==> config.mk <==
export PLATFORM = sky130hd
export DESIGN_NAME = tmt_ctrl
export DESIGN_NICKNAME = d
export VERILOG_FILES = /design/src/tmt_pkg.sv /design/src/tmt_ctrl.sv
export SDC_FILE = /design/constraint.sdc
export NUM_CORES = 1
export LEC_CHECK = 0
export ABC_AREA = 1
export BUFFER_PORTS_ARGS = -buffer_cell sky130_fd_sc_hd__buf_2
export CAP_MARGIN = 0
export CORE_AREA = 2 2 39 41
export DETAILED_ROUTE_END_ITERATION = 10
export DIE_AREA = 0 0 41 43
export PLACE_DENSITY = 0.58
export SETUP_SLACK_MARGIN = 0.3
export SYNTH_ARGS = -nofsm -noshare
export SYNTH_HDL_FRONTEND = slang
export SYNTH_SLANG_ARGS = --single-unit
==> constraint.sdc <==
create_clock -name clk_i -period 0.9 [get_ports clk_i]
set_clock_uncertainty 0.05 [all_clocks]
set_input_delay 0.09 -clock clk_i [delete_from_list [all_inputs] [get_ports clk_i]]
set_output_delay 0.09 -clock clk_i [all_outputs]
set_load 0.005 [all_outputs]
==> src/tmt_pkg.sv <==
// ----------------------------------------------------------------------------
// tmt_pkg
// Shared types, sizes and helper functions of the ternary match table.
// ----------------------------------------------------------------------------
package tmt_pkg;

  // Table geometry.
  localparam int unsigned Depth     = 64;
  localparam int unsigned ValueBits = 32;
  localparam int unsigned KeyW      = 64;
  localparam int unsigned OutW      = 32;
  localparam int unsigned IdxW      = (Depth > 1) ? $clog2(Depth) : 1;
  localparam int unsigned CntW      = $clog2(Depth + 1);
  localparam int unsigned KbW       = 4;

  // Operation codes of an input transaction.
  localparam logic CmdAdd    = 1'b0;
  localparam logic CmdLookup = 1'b1;

  // Register map.
  localparam int unsigned AddrW       = 3;
  localparam logic        RegKeyBytes = 1'b0;
  localparam logic [KbW-1:0] KeyBytesReset = KbW'(8);

  // One stored entry.
  typedef struct packed {
    logic [KeyW-1:0]      key;
    logic [KeyW-1:0]      mask;
    logic [ValueBits-1:0] value;
  } tmt_entry_t;

  localparam int unsigned EntryW = $bits(tmt_entry_t);

  typedef enum logic [2:0] {
    StIdle,
    StDecode,
    StRead,
    StCompare,
    StResult
  } tmt_state_e;

  // Commands from the controller to the datapath.
  typedef struct packed {
    logic cap_item;
    logic write_entry;
    logic init_scan;
    logic rd_en;
    logic dec_idx;
    logic set_hit;
    logic set_status;
    logic load_out;
  } tmt_cmd_t;

  // Status from the datapath to the controller.
  typedef struct packed {
    logic is_add;
    logic full;
    logic empty;
    logic match;
    logic idx_zero;
  } tmt_sts_t;

  // Bit mask of the compared low key bytes; counts above eight act as eight.
  function automatic logic [KeyW-1:0] tmt_compare_mask(input logic [KbW-1:0] kb);
    logic [KbW-1:0]  nb;
    logic [KeyW-1:0] m;
    nb = (kb > KbW'(8)) ? KbW'(8) : kb;
    for (int b = 0; b < 8; b++) begin
      m[8*b +: 8] = (KbW'(b) < nb) ? 8'hFF : 8'h00;
    end
    return m;
  endfunction

endpackage

==> src/tmt_ctrl.sv <==
// ----------------------------------------------------------------------------
// tmt_ctrl
// Controller of the ternary match table: sequences adds, lookup scans and
// the hand-off of each result to the output register.
// ----------------------------------------------------------------------------
module tmt_ctrl import tmt_pkg::*; (
  input  logic     clk_i,
  input  logic     rst_ni,
  input  logic     in_valid_i,
  output logic     in_ready_o,
  output logic     out_valid_o,
  input  logic     out_ready_i,
  input  tmt_sts_t sts_i,
  output tmt_cmd_t cmd_o
);

  tmt_state_e state_q, state_d;
  logic       out_valid_q, out_valid_d;

  always_ff @(posedge clk_i or negedge rst_ni) begin
    if (!rst_ni) begin
      state_q     <= StIdle;
      out_valid_q <= 1'b0;
    end else begin
      state_q     <= state_d;
      out_valid_q <= out_valid_d;
    end
  end

  always_comb begin
    state_d    = state_q;
    cmd_o      = '0;
    in_ready_o = 1'b0;
    case (state_q)
      StIdle: begin
        in_ready_o = 1'b1;
        if (in_valid_i) begin
          cmd_o.cap_item = 1'b1;
          state_d        = StDecode;
        end
      end
      StDecode: begin
        if (sts_i.is_add) begin
          if (sts_i.full) begin
            cmd_o.set_status = 1'b1;
          end else begin
            cmd_o.write_entry = 1'b1;
          end
          state_d = StResult;
        end else if (sts_i.empty) begin
          state_d = StResult;
        end else begin
          cmd_o.init_scan = 1'b1;
          state_d         = StRead;
        end
      end
      StRead: begin
        cmd_o.rd_en = 1'b1;
        state_d     = StCompare;
      end
      StCompare: begin
        if (sts_i.match) begin
          cmd_o.set_hit = 1'b1;
          state_d       = StResult;
        end else if (sts_i.idx_zero) begin
          state_d = StResult;
        end else begin
          cmd_o.dec_idx = 1'b1;
          state_d       = StRead;
        end
      end
      StResult: begin
        if (!out_valid_q || out_ready_i) begin
          cmd_o.load_out = 1'b1;
          state_d        = StIdle;
        end
      end
      default: begin
        state_d = StIdle;
      end
    endcase
  end

  always_comb begin
    out_valid_d = out_valid_q;
    if (out_valid_q && out_ready_i) begin
      out_valid_d = 1'b0;
    end
    if (cmd_o.load_out) begin
      out_valid_d = 1'b1;
    end
  end

  assign out_valid_o = out_valid_q;

endmodule

==> impl_metrics.py, run 1 <==
metrics = {
    "clock_tree": {
        "cts_buffers": 3,
        "clk_pin_slew_ns": 0.04,
        "cts_buffer_depth": 2,
        "ctsHoldBuffers": 1,
        "htreeDepth": 1,
        "cts_tree": "yes",
        "clock_sink_count": 4,
        "clk_latency_ns": 0.24,
        "clockRootBuffer": "clkbuf_4",
    },
    "worst_setup_path": {
        "slowest_delay_ns": 0.39,
        "crit_type": "reg2out",
        "critPathLaunchType": "flop",
        "end_kind": "output pin",
        "critical_path_required_ns": 0.76,
        "cp_slowest_cell": "dfrtp_1",
        "cp_max_fo": 4,
        "critPathArrivalTime_ns": 1.13,
        "crit_family": "flip-flops",
        "r2r_slack_ns": -0.34,
        "critPathBufInv": 2,
        "cp_cell_sequence": "inv_2, nor2_4, nand2_2, nor3_2, buf_2",
    },
    "detailed_routing": {
        "postRouteAntennaNets": 0,
        "viasPerCell": 4.253,
        "wl_per_cell_um": 9.411,
        "dr.pass1.iters": 4,
        "drt_iter0_drc": 8,
        "remaining_drc_errors": 0,
        "routed_wl_um": 894,
        "vias": 404,
    },
    "global_routing": {
        "grt_usage_pct": 12.02,
        "gr-total-overflow": 0,
        "antenna_found_initial": 0,
        "grt_pass1_vias": 362,
        "grt_start_max_net_pins": 6,
        "grt_pass1_wl_um": 1386,
    },
    "run_status": {
        "status": "complete, but fails checks",
        "violations": "hold timing, setup timing",
    },
    "synth": {
        "syn_area_um2": 291.5,
        "syn_inst": 45,
        "synth_top_area_cell": "dfrtp_1",
        "synth_warnings": 0,
        "seq_area_frac_synth_pct": 34.33,
        "syn_area_per_cell_um2": 6.478,
        "synth_nets": 54,
        "synth_seq_cells": 4,
        "synth_top_area_share_pct": 34.33,
        "synth.top_cells.by_area": "dfrtp_1 34%, nor2_1 13%, inv_1 12%",
        "ys_types": 15,
    },
    "sta": {
        "hold_viol_final": 1,
        "fin_setup_tns_ns": -3.493,
        "period_minus_slack_ns": 1.274,
        "whs_ns": -0.01429,
        "worstMarginPinSlew_ns": 0.1796,
        "fin_ws_ns": -0.3745,
        "period_share_pct": 141.6,
        "maxSlewHeadroom_pct": 87.97,
        "setup_viol": 13,
        "max_freq_mhz": 784.7,
        "drv_slew": 0,
        "grt_setup_unrepaired": "true",
    },
    "placement": {
        "gp_congestion": 0.8077,
        "dpl.hpwl_um": 611.4,
        "dp.cells": 83,
        "io_buffers": 18,
        "place_area_um2": 442.9,
    },
    "finish": {
        "n_antenna_cell": 0,
        "final_cells": 95,
        "drive_gt1_share_pct": 63.29,
        "stdcell_area_um2": 574.3,
        "areaGrowthSynthToFinish_pct": 97.00,
        "nets": 89,
        "final_util_pct": 41.50,
    },
    "die": {
        "die_h_um": 43,
        "initial_core_util_pct": 21.07,
        "die_x_um": 41,
        "rows": 14,
        "dieArea_um2": 1763,
        "design.core.area_um2": 1384,
        "ios": 19,
    },
    "pwr": {
        "p_per_area_nw_per_um2": 3116,
        "irDropWorstVdd_uv": 1289,
        "p_leak_uw": 0.0003347,
    },
    "min_path": {
        "hold_path_class": "in2reg",
    },
    "flow_run": {
        "maxCapViolCount": 0,
    },
}
-- sequential cells by signal (all words and copies together), names as in the netlist --
register	flops
out_valid_o	1
state_q	3
-- layout by cell type (no fill, tap or decap) --
| cell type | netlist | layout |
|---|---|---|
| inv_2 | 2 | 4 |
| buf_2 | 0 | 18 |
| nor2_2 | 1 | 6 |
| clkbuf_4 | 0 | 3 |
| nand4_1 | 1 | 1 |
| clkbuf_1 | 0 | 1 |
| nand2_2 | 1 | 1 |
| dfrtp_1 | 4 | 3 |
| nor2_4 | 1 | 1 |
| nand3_1 | 3 | 1 |
| buf_6 | 0 | 7 |
| o21ai_1 | 2 | 1 |
| nand3_2 | 0 | 2 |
| buf_4 | 1 | 5 |
| dlygate4sd3_1 | 0 | 1 |
| o211ai_1 | 1 | 1 |
| o21ai_2 | 0 | 1 |
| and3_1 | 1 | 1 |
| nor2_1 | 10 | 5 |
| inv_1 | 9 | 7 |
| dfrtp_2 | 0 | 1 |
| nor3_2 | 1 | 1 |
| nand2_1 | 7 | 7 |
-- logic make-up after synthesis --
family | count (synthesis) | synth area share, %
and+or+nand+nor | 26 | 42.93
DFF | 4 | 34.34
AOI/OAI and AO/OA | 3 | 6.010
buffers and inverters | 12 | 16.74
-- synth_stat cells (all sizes together) --
master	n
and3	1
buf	1
dfrtp	4
inv	11
nand2	8
nand3	3
nand4	1
nor2	12
nor3	1
o211ai	1
o21ai	2
-- metal layers --
metal / GRT usage [%] / share of wire, %
met5: 0 / 0
met4: 6.000 / 0
met3: 6.283 / 7.5
met2: 18.75 / 54
met1: 12.46 / 38
-- area by class of cell --
type | instances | area, µm²
Clock buffer | 4 | 26.28
Fill cell | 148 | 809.5
Inverter | 11 | 41.29
Multi-Input combinational cell | 29 | 168.9
Sequential cell | 4 | 101.3
Tap cell | 16 | 20.02
Timing Repair Buffer | 31 | 216.5
-- final timing paths --
path,from,end,cells past startpoint
max,state_q[0]$_DFFE_PN0P_,cmd_o[6],5
max reg2reg,state_q[0]$_DFFE_PN0P_,state_q[1]$_DFFE_PN0P_,7
min,out_ready_i,out_valid_o$_DFFE_PN0P_,2
min reg2reg,out_valid_o$_DFFE_PN0P_,out_valid_o$_DFFE_PN0P_,2
max in group asynchronous,rst_ni,state_q[2]$_DFFE_PN0P_,2
min in group asynchronous,rst_ni,out_valid_o$_DFFE_PN0P_,2
-- metrics by stage --
stage | power (µW) | worst slack, ns
after CTS | 1684 | -0.3759
after floorplan | 753.4 | 0.005689
after global routing | 1946 | -0.4393
after global placement | 1111 | -0.1467
final | 1790 | -0.3745
after detailed placement | 1111 | -0.1270
-- repair_timing --
item                                   4_1_cts  5_1_grt
setup endpoints to repair                   14       14
buffers inserted                             5        2
gates resized for setup                      9        4
pin swaps                                    6        6
endpoints found under the hold margin        5        1
-- power by group --
group / leakage (µW) / total [µW] / switching, µW / internal [µW]
logic: 0.000269 / 1170 / 492 / 674
registers: 0.0000508 / 366 / 102 / 264
clock network: 0.0000150 / 258 / 90.4 / 167
total: 0.000335 / 1790 / 684 / 1110
Note: power is estimated with default switching activity, not from simulation.
==> inputs of run 2 (changes only) <==
==> constraint.sdc (replaced) <==
create_clock -name clk_i -period 0.9 [get_ports clk_i]
set_clock_uncertainty 0.05 [all_clocks]
set_input_delay 0.135 -clock clk_i [delete_from_list [all_inputs] [get_ports clk_i]]
set_output_delay 0.135 -clock clk_i [all_outputs]
set_load 0.005 [all_outputs]
==> impl_metrics.py, run 2 (synthesized netlist as in run 1, its figures left out) <==
metrics = {
    "clock_tree": {
        "htreeDepth": 1,
        "clk_pin_slew_ns": 0.04,
        "cts_buffer_depth": 2,
        "clockRootBuffer": "clkbuf_4",
        "clock_sink_count": 4,
        "clk_latency_ns": 0.25,
        "cts_tree": "yes",
        "cts_buffers": 3,
    },
    "pwr": {
        "power_uw": 1530,
        "irDropWorstVdd_uv": 1118,
        "p_leak_uw": 0.0003105,
        "pwr-share-clk_pct": 17.0,
        "p_sw_share_pct": 39.16,
        "p_sw_uw": 599.3,
        "power.internal_uw": 931.0,
        "combPwrFrac_pct": 59.7,
        "p_per_area_nw_per_um2": 2919,
        "seqPwrFrac_pct": 23.3,
    },
    "global_routing": {
        "grt_usage_pct": 12.45,
        "antenna_found_initial": 0,
        "grt_pass1_vias": 356,
        "grt_pass1_wl_um": 1359,
        "gr-total-overflow": 0,
        "grt_start_max_net_pins": 6,
    },
    "worst_setup_path": {
        "r2r_end": "state_q[1]$_DFFE_PN0P_",
        "cp_max_fo": 4,
        "crit_type": "reg2out",
        "critPathArrivalTime_ns": 1.13,
        "worstReg2RegStart": "state_q[0]$_DFFE_PN0P_",
        "r2r_slack_ns": -0.11,
        "end_kind": "output pin",
        "critPathLaunchType": "flop",
        "critical_path_required_ns": 0.71,
        "rr_worst_depth": 5,
    },
    "min_path": {
        "hold_path_class": "in2reg",
        "worstHoldEndpoint": "out_valid_o$_DFFE_PN0P_",
        "hold_start": "out_ready_i",
        "hold_path_depth": 2,
    },
    "placement": {
        "io_buffers": 18,
        "gp_congestion": 0.7713,
        "dpl.hpwl_um": 621.7,
    },
    "finish": {
        "largest_reg_flops": 3,
        "multi_input_area_um2": 160.2,
        "layout_common_cells": "18 x buf_2, 7 x inv_1, 7 x buf_4",
        "top_register": "state_q",
        "fillers": 154,
        "regArea_um2": 101.3,
        "final_common_cell": "buf_2",
        "areaGrowthSynthToFinish_pct": 79.83,
        "n_antenna_cell": 0,
        "nets": 86,
        "drive_gt1_share_pct": 59.21,
    },
    "detailed_routing": {
        "viasPerCell": 4.152,
        "drt_iter0_drc": 3,
        "remaining_drc_errors": 0,
        "postRouteAntennaNets": 0,
        "vias": 382,
        "dr.pass1.iters": 4,
        "routed_wl_um": 767,
        "wl_per_cell_um": 8.337,
    },
    "sta": {
        "period_share_pct": 145.7,
        "hold_viol_final": 0,
        "fin_ws_ns": -0.4115,
        "setup_viol": 14,
        "drv_slew": 0,
        "period_minus_slack_ns": 1.312,
        "maxSlewHeadroom_pct": 89.29,
        "fin_setup_tns_ns": -3.505,
        "max_freq_mhz": 762.5,
        "grt_setup_unrepaired": "true",
        "worstMarginPinSlew_ns": 0.1600,
    },
    "die": {
        "initial_core_util_pct": 21.07,
        "dieArea_um2": 1763,
        "rows": 14,
        "ios": 19,
        "design.core.area_um2": 1384,
        "die_x_um": 41,
        "die_h_um": 43,
    },
    "flow_run": {
        "maxCapViolCount": 0,
    },
    "run_status": {
        "status": "complete, but fails checks",
        "violations": "setup timing",
    },
}
## run 2: changes by cell type in the layout (fill, tap and decap cells not counted), sizes merged
cell,delta
buf,-3
## run 2: metal layers
layer,wire length [µm],track usage [%],vias to the layer above
li1,-,-,200
met1,287,11.90,165
met2,394,18.75,17
met3,84,9.424,0
met4,0,6.000,0
met5,0,0,-
## run 2: timing repair
action	4_1_cts	5_1_grt
setup endpoints to repair	14	14
setup buffers	2	0
endpoints found under the hold margin	4	0
gates resized for setup	5	1
hold buffers	1	0
pin swaps	2	3
## run 2: power by group through the flow
stage / Sequential (µW) / Clock (µW) / Combinational, µW
5_1_grt: 377 / 310 / 1040
6_report: 357 / 259 / 914
3_5_place_dp: 352 / 0 / 801
2_1_floorplan: 349 / 0 / 405
3_3_place_gp: 350 / 0 / 796
4_1_cts: 359 / 280 / 907
## run 2: worst max-delay path by stage
stage,start,endpoint,slack (ns),depth (start not counted)
global placement,state_q[0]$_DFFE_PN0P_,cmd_o[6],-0.18,5
detailed placement,state_q[0]$_DFFE_PN0P_,cmd_o[6],-0.16,5
finish,state_q[0]$_DFFE_PN0P_,cmd_o[6],-0.41,5
CTS,state_q[0]$_DFFE_PN0P_,cmd_o[6],-0.43,5
global route,state_q[0]$_DFFE_PN0P_,cmd_o[6],-0.51,5
floorplan,state_q[1]$_DFFE_PN0P_,cmd_o[0],-0.04,4
## run 2: layout make-up
class	instances	area share (%)
clock buffer	4	5.012
inverter	11	7.876
timing repair buffer	28	33.41
sequential	4	19.33
multi-input combinational	29	30.55
tap	16	3.819
## run 2: worst max-delay path, stage by stage (launching register included)
cell	delay, ns
dfrtp_1	0.39
inv_2	0.08
nor2_4	0.13
nand2_2	0.07
nor3_2	0.09
buf_2	0.12
## run 2: metrics by stage
step                setup WS [ns]  hold WS, ns  util [%]  instance area, µm²  instances
global placement          -0.1782      -0.1019     33.09               457.9         85
global route              -0.5081      0.02457     37.88               524.3         92
detailed placement        -0.1623     -0.09957     33.09               457.9         85
floorplan                -0.03931      -0.2106         -               302.8         45
CTS                       -0.4309      0.02525     37.61               520.5         92
finish                    -0.4115      0.03727     37.88               524.3         92
==> inputs of run 3 (changes only) <==
--- a/config.mk
+++ b/config.mk
@@ -8,9 +8,9 @@
 export ABC_AREA = 1
 export BUFFER_PORTS_ARGS = -buffer_cell sky130_fd_sc_hd__buf_2
 export CAP_MARGIN = 0
-export CORE_AREA = 2 2 39 41
+export CORE_AREA = 10 10 47 49
 export DETAILED_ROUTE_END_ITERATION = 10
-export DIE_AREA = 0 0 41 43
+export DIE_AREA = 0 0 57 59
 export PLACE_DENSITY = 0.58
 export SETUP_SLACK_MARGIN = 0.3
 export SYNTH_ARGS = -nofsm -noshare
==> impl_metrics.py, run 3 (synthesized netlist as in run 1, its figures left out) <==
metrics = {
    "placement": {
        "gp_congestion": 0.7581,
        "dp_slack_ns": -0.1580,
        "io_buffers": 18,
        "dpl.hpwl_um": 744.8,
    },
    "sta": {
        "hold_viol_final": 0,
        "fin_setup_tns_ns": -3.717,
        "worstMarginPinSlew_ns": 0.1665,
        "grt_setup_unrepaired": "true",
        "whs_ns": 0.04438,
        "drv_slew": 0,
        "maxSlewHeadroom_pct": 88.86,
        "fin_ws_ns": -0.4148,
        "period_share_pct": 146.1,
        "setup_viol": 14,
        "max_freq_mhz": 760.6,
        "period_minus_slack_ns": 1.315,
    },
    "clock_tree": {
        "cts_buffer_depth": 2,
        "htreeDepth": 1,
        "cts_tree": "yes",
        "cts_buffers": 3,
        "clk_latency_ns": 0.24,
        "clock_sink_count": 4,
        "clk_pin_slew_ns": 0.05,
        "clockRootBuffer": "clkbuf_4",
    },
    "min_path": {
        "hold_path_class": "in2reg",
    },
    "detailed_routing": {
        "remaining_drc_errors": 0,
        "drt_iter0_drc": 1,
        "viasPerCell": 4.263,
        "wl_per_cell_um": 9.989,
        "postRouteAntennaNets": 0,
        "routed_wl_um": 949,
        "vias": 405,
        "dr.pass1.iters": 2,
    },
    "finish": {
        "areaGrowthSynthToFinish_pct": 97.42,
        "layout_common_cells": "18 x buf_2, 8 x buf_4, 7 x inv_1",
        "largest_reg_flops": 3,
        "nets": 89,
        "n_antenna_cell": 0,
        "drive_gt1_share_pct": 67.09,
        "top_register": "state_q",
        "final_common_cell": "buf_2",
    },
    "worst_setup_path": {
        "cp_max_fo": 5,
        "cp_slowest_cell": "dfrtp_2",
        "cp_cell_sequence": "nor2_4, nand4_1, inv_1, buf_2",
        "slowest_delay_ns": 0.45,
        "end_kind": "output pin",
        "crit_type": "reg2out",
        "critPathArrivalTime_ns": 1.13,
        "critical_path_required_ns": 0.71,
        "critPathLaunchType": "flop",
    },
    "run_status": {
        "status": "complete, but fails checks",
        "violations": "setup timing",
    },
    "global_routing": {
        "antenna_found_initial": 0,
        "use_met2_pct": 9.302,
        "grt_pass1_vias": 413,
        "grt_start_max_net_pins": 6,
        "top_usage_layer": "met2",
        "met1_usage_pct": 5.389,
        "gr-total-overflow": 0,
        "grt_pass1_wl_um": 1566,
        "grt_usage_pct": 5.808,
        "grt_use_met3_pct": 3.004,
    },
    "die": {
        "initial_core_util_pct": 20.80,
        "design.core.area_um2": 1401,
        "dieArea_um2": 3363,
        "rows": 14,
        "die_x_um": 57,
        "die_h_um": 59,
        "ios": 19,
    },
    "pwr": {
        "irDropWorstVdd_uv": 1668,
        "p_per_area_nw_per_um2": 2864,
        "p_leak_uw": 0.0003301,
        "power_uw": 1648,
    },
    "flow_run": {
        "maxCapViolCount": 0,
    },
}
## run 3: what timing repair did
item / in CTS / in global routing
hold endpoints to repair: 4 / 0
pin swaps: 3 / 4
hold buffers: 1 / 0
setup buffers: 3 / 3
resized for setup: 5 / 9
endpoints found under the setup margin: 14 / 14
## run 3: layout make-up
cell class | instances | area (µm²)
clock buffer | 4 | 26.28
multi-input combinational | 29 | 180.2
fill | 161 | 825.8
timing repair buffer | 31 | 205.2
tap | 16 | 20.02
inverter | 11 | 41.29
sequential | 4 | 102.6
## run 3: layer usage
layer	wire length [µm]	up-vias
met5	0	-
met4	29	0
met3	88	4
met2	451	16
met1	379	180
li1	-	205
## run 3: final timing paths
check                                         from  depth (start not counted)                 endpoint  slack (ns)
hold / removal                         out_ready_i                          2  out_valid_o$_DFFE_PN0P_        0.04
min in group asynchronous                   rst_ni                          2   state_q[0]$_DFFE_PN0P_        0.18
hold reg to reg            out_valid_o$_DFFE_PN0P_                          2  out_valid_o$_DFFE_PN0P_        0.48
max in group asynchronous                   rst_ni                          2   state_q[1]$_DFFE_PN0P_        0.48
setup / recovery            state_q[2]$_DFFE_PN0P_                          4                 cmd_o[5]       -0.41
setup reg to reg            state_q[2]$_DFFE_PN0P_                          6   state_q[1]$_DFFE_PN0P_       -0.33
## run 3: worst max-delay path: cells and delay by family, from the launching register on
kind                   cells  cell delay (ns)
flip-flops                 1             0.45
AND/OR/NAND/NOR            2             0.26
buffers and inverters      2             0.18
## run 3: through the flow
step / std cells / instance area (µm²) / utilization, %
finish: 95 / 575.6 / 41.07
global route: 95 / 575.6 / 41.07
CTS: 92 / 520.5 / 37.14
detailed placement: 84 / 450.4 / 32.14
global placement: 84 / 450.4 / 32.14
floorplan: 45 / 302.8 / -
## run 3: report_power, final
part	switching [µW]	leakage (µW)	internal, µW
logic	479	0.000266	548
clock network	86.7	0.0000150	167
registers	98.9	0.0000493	268
